<file path="src/keypad_code_alarm_controller_unit_assert.svh">
// ----------------------------------------------------------------------------
// Keypad alarm controller assertion macros
// Shorthand for the concurrent checks of the keypad alarm controller.
// ----------------------------------------------------------------------------
`ifndef KEYPAD_CODE_ALARM_CONTROLLER_UNIT_ASSERT_SVH
`define KEYPAD_CODE_ALARM_CONTROLLER_UNIT_ASSERT_SVH

// Same-cycle implication, checked outside reset.
`define KCAC_ASSERT_IMP(label, clk, rst_n, ante, cons) \
    label: assert property (@(posedge clk) disable iff (!rst_n) (ante) |-> (cons)) \
        else $error("kcac: same-cycle check failed");

// Next-cycle implication, checked outside reset.
`define KCAC_ASSERT_NXT(label, clk, rst_n, ante, cons) \
    label: assert property (@(posedge clk) disable iff (!rst_n) (ante) |=> (cons)) \
        else $error("kcac: next-cycle check failed");

`endif

</file>
<file path="src/kcac_pkg.sv">
// ----------------------------------------------------------------------------
// Keypad alarm controller package
// Shared types, key codes, mode and event encodings.
// ----------------------------------------------------------------------------
package kcac_pkg;

    localparam int CODE_KEYS_DEF = 4;

    localparam logic [3:0]  KEY_A      = 4'd10;
    localparam logic [3:0]  KEY_STAR   = 4'd14;
    localparam logic [3:0]  KEY_HASH   = 4'd15;
    localparam logic [15:0] RESET_CODE = 16'h5938;

    // Encodings seen on the mode_now output.
    localparam logic [2:0] MODE_CODE_DISARMED = 3'd0;
    localparam logic [2:0] MODE_CODE_VERIFY   = 3'd1;
    localparam logic [2:0] MODE_CODE_NEWCODE  = 3'd2;
    localparam logic [2:0] MODE_CODE_ARMED    = 3'd3;
    localparam logic [2:0] MODE_CODE_ALARM    = 3'd4;

    typedef enum logic [4:0] {
        MODE_DISARMED = 5'b00001,
        MODE_VERIFY   = 5'b00010,
        MODE_NEWCODE  = 5'b00100,
        MODE_ARMED    = 5'b01000,
        MODE_ALARM    = 5'b10000
    } mode_t;

    typedef enum logic [2:0] {
        EV_NONE        = 3'd0,
        EV_OLD_OK      = 3'd1,
        EV_WRONG       = 3'd2,
        EV_CHANGED     = 3'd3,
        EV_DISARM_CODE = 3'd4,
        EV_ARMED       = 3'd5,
        EV_TRIPPED     = 3'd6,
        EV_DISARM_STAR = 3'd7
    } event_t;

    typedef struct packed {
        logic       key_valid;
        logic [3:0] key_code;
        logic       motion;
    } poll_t;

    typedef struct packed {
        logic [2:0] mode_now;
        logic       alarm_on;
        logic [2:0] digits_entered;
        event_t     event_res;
    } result_t;

    function automatic logic [2:0] mode_code(input mode_t mode);
        logic [2:0] code;
        case (mode)
            MODE_VERIFY:  code = MODE_CODE_VERIFY;
            MODE_NEWCODE: code = MODE_CODE_NEWCODE;
            MODE_ARMED:   code = MODE_CODE_ARMED;
            MODE_ALARM:   code = MODE_CODE_ALARM;
            default:      code = MODE_CODE_DISARMED;
        endcase
        return code;
    endfunction

endpackage

</file>
<file path="src/kcac_in_stage.sv">
// ----------------------------------------------------------------------------
// Keypad alarm controller input stage
// Registers one poll item and holds it until the mode logic takes it.
// ----------------------------------------------------------------------------
module kcac_in_stage (
    input  logic           clk,
    input  logic           rst_n,
    input  logic           in_valid,
    output logic           in_stall,
    input  kcac_pkg::poll_t poll_in,
    input  logic           step,
    output logic           poll_valid,
    output kcac_pkg::poll_t poll_out
);
    import kcac_pkg::*;

    logic  valid_reg;
    logic  valid_next;
    poll_t poll_reg;
    logic  load;

    // The slot can take a new item when empty or when its item moves on now.
    assign load       = !valid_reg || step;
    assign in_stall   = !load;
    assign valid_next = load ? in_valid : valid_reg;

    always_ff @(posedge clk or negedge rst_n)
    begin
        if (!rst_n)
        begin
            valid_reg <= 1'b0;
        end
        else
        begin
            valid_reg <= valid_next;
        end
    end

    always_ff @(posedge clk)
    begin
        if (load && in_valid)
        begin
            poll_reg <= poll_in;
        end
    end

    assign poll_valid = valid_reg;
    assign poll_out   = poll_reg;

endmodule

</file>
<file path="src/kcac_mode_ctrl.sv">
// ----------------------------------------------------------------------------
// Keypad alarm controller mode logic
// Holds mode, key entry and stored code; updates them once per item.
// ----------------------------------------------------------------------------
module kcac_mode_ctrl #(
    parameter int CODE_KEYS = kcac_pkg::CODE_KEYS_DEF
) (
    input  logic              clk,
    input  logic              rst_n,
    input  logic              step,
    input  kcac_pkg::poll_t   poll,
    output kcac_pkg::result_t result
);
    import kcac_pkg::*;

    localparam int CODE_W = 4 * CODE_KEYS;
    localparam int CNT_W  = (CODE_KEYS > 1) ? $clog2(CODE_KEYS) : 1;
    localparam logic [CODE_W-1:0] RESET_VAL = CODE_W'(RESET_CODE);

    mode_t             mode_reg,   mode_next;
    logic [CODE_W-1:0] keys_reg,   keys_next;
    logic [CNT_W-1:0]  count_reg,  count_next;
    logic [CODE_W-1:0] stored_reg, stored_next;
    event_t            ev;

    logic [CODE_W-1:0] keys_shift;
    logic [CNT_W:0]    count_inc;
    logic              entry_full;
    logic              code_match;

    // Keys shift in at the low end; the first key ends up in the top nibble.
    assign keys_shift = CODE_W'({keys_reg, poll.key_code});
    assign count_inc  = {1'b0, count_reg} + (CNT_W + 1)'(1);
    assign entry_full = count_inc >= (CNT_W + 1)'(CODE_KEYS);
    assign code_match = keys_shift == stored_reg;

    always_comb
    begin
        mode_next   = mode_reg;
        keys_next   = keys_reg;
        count_next  = count_reg;
        stored_next = stored_reg;
        ev          = EV_NONE;
        case (mode_reg)
            MODE_VERIFY:
            begin
                if (poll.key_valid)
                begin
                    keys_next  = keys_shift;
                    count_next = count_inc[CNT_W-1:0];
                    if (entry_full)
                    begin
                        mode_next  = code_match ? MODE_NEWCODE : MODE_DISARMED;
                        ev         = code_match ? EV_OLD_OK : EV_WRONG;
                        keys_next  = '0;
                        count_next = '0;
                    end
                end
            end
            MODE_NEWCODE:
            begin
                if (poll.key_valid)
                begin
                    keys_next  = keys_shift;
                    count_next = count_inc[CNT_W-1:0];
                    if (entry_full)
                    begin
                        stored_next = keys_shift;
                        mode_next   = MODE_DISARMED;
                        ev          = EV_CHANGED;
                        keys_next   = '0;
                        count_next  = '0;
                    end
                end
            end
            MODE_ARMED:
            begin
                // Motion takes priority over a star pressed in the same poll.
                if (poll.motion)
                begin
                    mode_next  = MODE_ALARM;
                    ev         = EV_TRIPPED;
                    keys_next  = '0;
                    count_next = '0;
                end
                else if (poll.key_valid && poll.key_code == KEY_STAR)
                begin
                    mode_next = MODE_DISARMED;
                    ev        = EV_DISARM_STAR;
                end
            end
            MODE_ALARM:
            begin
                if (poll.key_valid)
                begin
                    keys_next  = keys_shift;
                    count_next = count_inc[CNT_W-1:0];
                    if (entry_full)
                    begin
                        if (code_match)
                        begin
                            mode_next = MODE_DISARMED;
                        end
                        ev         = code_match ? EV_DISARM_CODE : EV_WRONG;
                        keys_next  = '0;
                        count_next = '0;
                    end
                end
            end
            default:
            begin
                mode_next = MODE_DISARMED;
                if (poll.key_valid && poll.key_code == KEY_A)
                begin
                    mode_next  = MODE_VERIFY;
                    keys_next  = '0;
                    count_next = '0;
                end
                else if (poll.key_valid && poll.key_code == KEY_HASH)
                begin
                    mode_next  = MODE_ARMED;
                    ev         = EV_ARMED;
                    keys_next  = '0;
                    count_next = '0;
                end
            end
        endcase
    end

    always_ff @(posedge clk or negedge rst_n)
    begin
        if (!rst_n)
        begin
            mode_reg   <= MODE_DISARMED;
            keys_reg   <= '0;
            count_reg  <= '0;
            stored_reg <= RESET_VAL;
        end
        else if (step)
        begin
            mode_reg   <= mode_next;
            keys_reg   <= keys_next;
            count_reg  <= count_next;
            stored_reg <= stored_next;
        end
    end

    assign result.mode_now       = mode_code(mode_next);
    assign result.alarm_on       = mode_next == MODE_ALARM;
    assign result.digits_entered = 3'(count_next);
    assign result.event_res      = ev;

endmodule

</file>
<file path="src/kcac_out_stage.sv">
// ----------------------------------------------------------------------------
// Keypad alarm controller output stage
// Result register; decides when the mode logic may take the next item.
// ----------------------------------------------------------------------------
module kcac_out_stage (
    input  logic              clk,
    input  logic              rst_n,
    input  logic              poll_valid,
    output logic              step,
    input  kcac_pkg::result_t result_in,
    output logic              out_valid,
    input  logic              out_stall,
    output kcac_pkg::result_t result_out
);
    import kcac_pkg::*;

    logic    valid_reg;
    logic    valid_next;
    result_t result_reg;
    logic    advance;

    // The result register is free when empty or when its item leaves now.
    assign advance    = !valid_reg || !out_stall;
    assign step       = poll_valid && advance;
    assign valid_next = advance ? poll_valid : valid_reg;

    always_ff @(posedge clk or negedge rst_n)
    begin
        if (!rst_n)
        begin
            valid_reg <= 1'b0;
        end
        else
        begin
            valid_reg <= valid_next;
        end
    end

    always_ff @(posedge clk)
    begin
        if (step)
        begin
            result_reg <= result_in;
        end
    end

    assign out_valid  = valid_reg;
    assign result_out = result_reg;

endmodule

</file>
<file path="src/keypad_code_alarm_controller_unit.sv">
// ----------------------------------------------------------------------------
// Keypad code alarm controller
// Each item is one keypad and motion sensor poll; each gives one result item
// with the mode after the poll, the alarm drive, keys entered and an event.
// A result is offered on the output from the result register once its item has
// passed the input register, and a new item can be accepted every cycle unless the
// input is stalled: the mode, entry and stored code update between the input register
// and the result register, with the full code compare done in parallel. The input
// stalls only while both registers hold items and the output is stalled. The stored
// code resets to 5 9 3 8.
// ----------------------------------------------------------------------------
`include "keypad_code_alarm_controller_unit_assert.svh"

module keypad_code_alarm_controller_unit #(
    parameter int CODE_KEYS = kcac_pkg::CODE_KEYS_DEF
) (
    input  logic       clk,
    input  logic       rst_n,
    input  logic       in_valid,
    output logic       in_stall,
    input  logic       key_valid,
    input  logic [3:0] key_code,
    input  logic       motion,
    output logic       out_valid,
    input  logic       out_stall,
    output logic [2:0] mode_now,
    output logic       alarm_on,
    output logic [2:0] digits_entered,
    output logic [2:0] event_res
);
    import kcac_pkg::*;

    poll_t   poll_in;
    poll_t   poll;
    logic    poll_valid;
    logic    step;
    result_t result_next;
    result_t result;

    assign poll_in.key_valid = key_valid;
    assign poll_in.key_code  = key_code;
    assign poll_in.motion    = motion;

    kcac_in_stage u_in_stage (
        .clk        (clk),
        .rst_n      (rst_n),
        .in_valid   (in_valid),
        .in_stall   (in_stall),
        .poll_in    (poll_in),
        .step       (step),
        .poll_valid (poll_valid),
        .poll_out   (poll)
    );

    kcac_mode_ctrl #(
        .CODE_KEYS (CODE_KEYS)
    ) u_mode_ctrl (
        .clk    (clk),
        .rst_n  (rst_n),
        .step   (step),
        .poll   (poll),
        .result (result_next)
    );

    kcac_out_stage u_out_stage (
        .clk        (clk),
        .rst_n      (rst_n),
        .poll_valid (poll_valid),
        .step       (step),
        .result_in  (result_next),
        .out_valid  (out_valid),
        .out_stall  (out_stall),
        .result_out (result)
    );

    assign mode_now       = result.mode_now;
    assign alarm_on       = result.alarm_on;
    assign digits_entered = result.digits_entered;
    assign event_res      = result.event_res;

    // The input side only stalls when both stages hold items and the output is stalled.
    `KCAC_ASSERT_IMP(a_stall_only_when_full, clk, rst_n, in_stall, out_valid && out_stall)
    `KCAC_ASSERT_IMP(a_alarm_matches_mode, clk, rst_n, out_valid,
        alarm_on == (mode_now == MODE_CODE_ALARM))
    `KCAC_ASSERT_IMP(a_entry_below_full, clk, rst_n, out_valid,
        32'(digits_entered) < 32'(CODE_KEYS))
    `KCAC_ASSERT_IMP(a_trip_enters_alarm, clk, rst_n, out_valid && event_res == EV_TRIPPED,
        mode_now == MODE_CODE_ALARM && digits_entered == 3'd0)
    `KCAC_ASSERT_NXT(a_accept_fills_stage, clk, rst_n, in_valid && !in_stall, !in_stall || out_valid)

endmodule

</file>
<file path="config.mk">
export PLATFORM = sky130hd
export DESIGN_NAME = keypad_code_alarm_controller_unit
export DESIGN_NICKNAME = d
export VERILOG_FILES = /design/src/kcac_pkg.sv /design/src/kcac_in_stage.sv /design/src/kcac_mode_ctrl.sv /design/src/kcac_out_stage.sv /design/src/keypad_code_alarm_controller_unit.sv
export VERILOG_INCLUDE_DIRS = /design/src /design/src/src
export SDC_FILE = /design/constraint.sdc
export NUM_CORES = 1
export LEC_CHECK = 0
export ABC_AREA = 1
export BUFFER_PORTS_ARGS = -buffer_cell sky130_fd_sc_hd__buf_2
export CORE_ASPECT_RATIO = 1.1
export CORE_UTILIZATION = 53
export DETAILED_ROUTE_END_ITERATION = 10
export PLACE_DENSITY_LB_ADDON = 0.1
export SLEW_MARGIN = 40
export SYNTH_ARGS = -nofsm -noshare
export SYNTH_HDL_FRONTEND = slang
export SYNTH_SLANG_ARGS = --single-unit
</file>
<file path="constraint.sdc">
create_clock -name clk -period 2.4 [get_ports clk]
set_input_delay 0.12 -clock clk [delete_from_list [all_inputs] [get_ports clk]]
set_output_delay 0.12 -clock clk [all_outputs]
set_load 0.005 [all_outputs]
</file>
==> reports/metrics.yaml <==
run_status: "complete, no violations"
route.met2.wl_mm: 2.38
yosysUniqueCellTypes: 35
post-route-min-period_ns: 1.89
cts_tree: "yes"
synth-seq-area-share_pct: 50.8
setup_viol: 0
synth_largest_type_area_fraction_pct: 26.6
utilization_pct: 60.8
final_instance_count_without_filler_cells: 404
grt.overflow.total: 0
dpl.hpwl_mm: 3.50
firstDrtPassIters: 5
report.final.slew_viol_count: 0
via_per_inst: 4.97
worst-setup-path-type: "flip-flop to flip-flop"
crit_share_post_route_pct: 78.7
port_buffers: 20
worst_ir_drop_vdd_uv: 431
drc_errors: 0
synth_top_area_cell: "sky130_fd_sc_hd__dfrtp_1"
initialDrtViolationCount: 143
timing.final.ws_setup_ns: 0.511
synth.area.top_cells: "sky130_fd_sc_hd__dfrtp_1, sky130_fd_sc_hd__edfxtp_1, sky130_fd_sc_hd__nand2_1, sky130_fd_sc_hd__inv_1, sky130_fd_sc_hd__dfstp_2"
wirelength_mm: 4.98
dp_worst_setup_slack_ns: 0.532
synth_edf_count: 15
htree_levels: 2
effective_utilization_at_floorplan_pct: 54.9
max_clock_freq_ghz: 0.529
power_leakage_nw: 1.41
cp_data_arrival_time_ns: 2.11
die_x_um: 70.4
route.met3.wl_um: 127
vias_in_the_first_global_route: 1946
start_kind: "flip-flop"
kind_of_capture_point_of_the_worst_setup_path: "flip-flop"
clock_insertion_delay_worst_skew_ns: 0.29
worst_hold_path_type: "primary input to flip-flop"
io_pins: 22
num-nets-final: 356
synthesized_area_mm2: 0.00273
routed-via-count: 2007
crit_required_ns: 2.62
async_flop_share_pct: 71.2
worst_tran_pin_value_ns: 0.534
p_per_area_mw_per_mm2: 780
timing.max_slew.rel_slack_pct: 64.3
rrSetupSlack_ns: 0.51
avgSynthCellArea_um2: 8.60
tritoncts_num_sinks: 52
final.hold.worst_slack_ns: 0.0451
ys_warn_count: 0
ctsRootBufferMaster: "sky130_fd_sc_hd__clkbuf_8"
ant_nets: 0
cts_inserted_buffers: 5
drv_cap: 0
drive_gt1_share_pct: 20.8
vertical_die_dimension_um: 77.2
route.layer.met1.wl_mm: 2.42
yosys_most_used_dff: "sky130_fd_sc_hd__dfrtp_1"
number_of_antenna_violations_at_the_first_check_in_global_routing: 0
path_max_fanout: 12
skew_ns: 0.00619
grt_start_max_net_pins: 38
syn2layout_area_growth_pct: 10.8
clock_tree.buffer_depth: 2
syn-num-nets: 328
totalNegativeSetupSlack_ns: 0
antenna-diode-count: 0
count_of_mapped_cells_out_of_synthesis: 317
synth-seq-cells: 52
grt_pass1_wl_mm: 8.96
grt_usage_pct: 21.2
hold_viol_final: 0
place_inst: 389
detail_route.wl_per_cell_um: 12.3
number_of_flip_flops_under_the_largest_register_name: 16
clk_pin_slew_ns: 0.09
dieArea_mm2: 0.00544
rsz_0062_raised_after_global_routing: "no"
place_congestion: 0.875
top_sig_layer: "met4"
placement_rows: 27
core_area_mm2: 0.00497
==> cell usage after synthesis (2+ instances only) <==
master / number
sky130_fd_sc_hd__edfxtp_1: 15
sky130_fd_sc_hd__buf_4: 2
sky130_fd_sc_hd__nand4_1: 3
sky130_fd_sc_hd__nand4_2: 2
sky130_fd_sc_hd__o21ai_0: 21
sky130_fd_sc_hd__nor2_4: 2
sky130_fd_sc_hd__o21ai_2: 12
sky130_fd_sc_hd__dfrtp_1: 29
sky130_fd_sc_hd__inv_1: 59
sky130_fd_sc_hd__o211ai_1: 2
sky130_fd_sc_hd__o22ai_1: 3
sky130_fd_sc_hd__clkbuf_1: 4
sky130_fd_sc_hd__nor2_1: 21
sky130_fd_sc_hd__nor2_2: 2
sky130_fd_sc_hd__inv_2: 2
sky130_fd_sc_hd__a31oi_1: 2
sky130_fd_sc_hd__nand3_1: 14
sky130_fd_sc_hd__dfstp_2: 8
sky130_fd_sc_hd__nand3_2: 9
sky130_fd_sc_hd__nand2_1: 89
sky130_fd_sc_hd__a21oi_1: 2
==> report_power, final <==
part	internal [mW]	switching, mW	total [mW]
logic	0.250	0.390	0.640
clock network	0.236	0.261	0.497
registers	1.09	0.129	1.22
==> layout by cell type, fill, tap and decap left out, types with 9 or more instances in the layout <==
master                     count
sky130_fd_sc_hd__dfrtp_1      29
sky130_fd_sc_hd__buf_2        19
sky130_fd_sc_hd__nand3_1      14
sky130_fd_sc_hd__inv_1        59
sky130_fd_sc_hd__o21ai_2      12
sky130_fd_sc_hd__nor2_1       21
sky130_fd_sc_hd__nand2_1      89
sky130_fd_sc_hd__edfxtp_1     15
sky130_fd_sc_hd__o21ai_0      21
sky130_fd_sc_hd__nand3_2       9
==> routing by layer <==
metal | global-route usage (%) | up-vias
li1 | - | 1048
met1 | 28.8 | 921
met2 | 34.6 | 34
met3 | 3.94 | 4
met4 | 6.00 | 0
met5 | 0 | -
==> final timing paths <==
check / start / end / cells after the start
setup / recovery: u_mode_ctrl.mode_reg[2] / u_mode_ctrl.keys_reg[2] / 9
hold / removal: in_valid / u_in_stage.poll_valid / 3
setup reg to reg: u_mode_ctrl.mode_reg[2] / u_mode_ctrl.keys_reg[2] / 9
hold reg to reg: u_in_stage.poll_valid / u_out_stage.out_valid / 2
max in group asynchronous: rst_n / u_mode_ctrl.stored_reg[11] / 2
min in group asynchronous: rst_n / u_mode_ctrl.stored_reg[15] / 2
==> area by class of cell <==
class / instances / area (µm²)
flip-flops and latches: 52 / 1390
multi-input cells: 196 / 1060
fillers: 437 / 1940
clock buffers: 8 / 90.1
inverters: 61 / 229
repair buffers: 29 / 188
well taps: 58 / 72.6
==> critical path: stages (launching register included) <==
cell and delay (ns):
sky130_fd_sc_hd__dfrtp_1 0.45, sky130_fd_sc_hd__nor2_2 0.15, sky130_fd_sc_hd__inv_1 0.08, sky130_fd_sc_hd__nor3_4 0.26
sky130_fd_sc_hd__nor2_4 0.09, sky130_fd_sc_hd__inv_1 0.09, sky130_fd_sc_hd__nand2_1 0.05, sky130_fd_sc_hd__inv_1 0.39
sky130_fd_sc_hd__nand3_1 0.17, sky130_fd_sc_hd__o21ai_2 0.08
==> what timing repair did <==
action                                 CTS  global route
setup buffers                            0             0
endpoints found under the hold margin   35             0
hold buffers                             7             0
gates resized for setup                  0             0
==> kinds of logic after synthesis <==
family          count (synthesis)  share of synthesized area [%]
compound gates                 44                           10.7
xor+xnor                        1                          0.321
fa+ha+maj                       1                          0.459
buf+inv                        69                           10.5
flops                          52                           50.8
other cells                     1                          0.137
simple gates                  149                           27.1
==> metrics by stage <==
step           area (µm²)  power (mW)
2_1_floorplan        2730        1.71
3_3_place_gp         2860        1.86
3_5_place_dp         2860        1.87
4_1_cts              3020        2.39
5_1_grt              3020        2.54
6_report             3020        2.36
(Power assumes the default switching activity.)
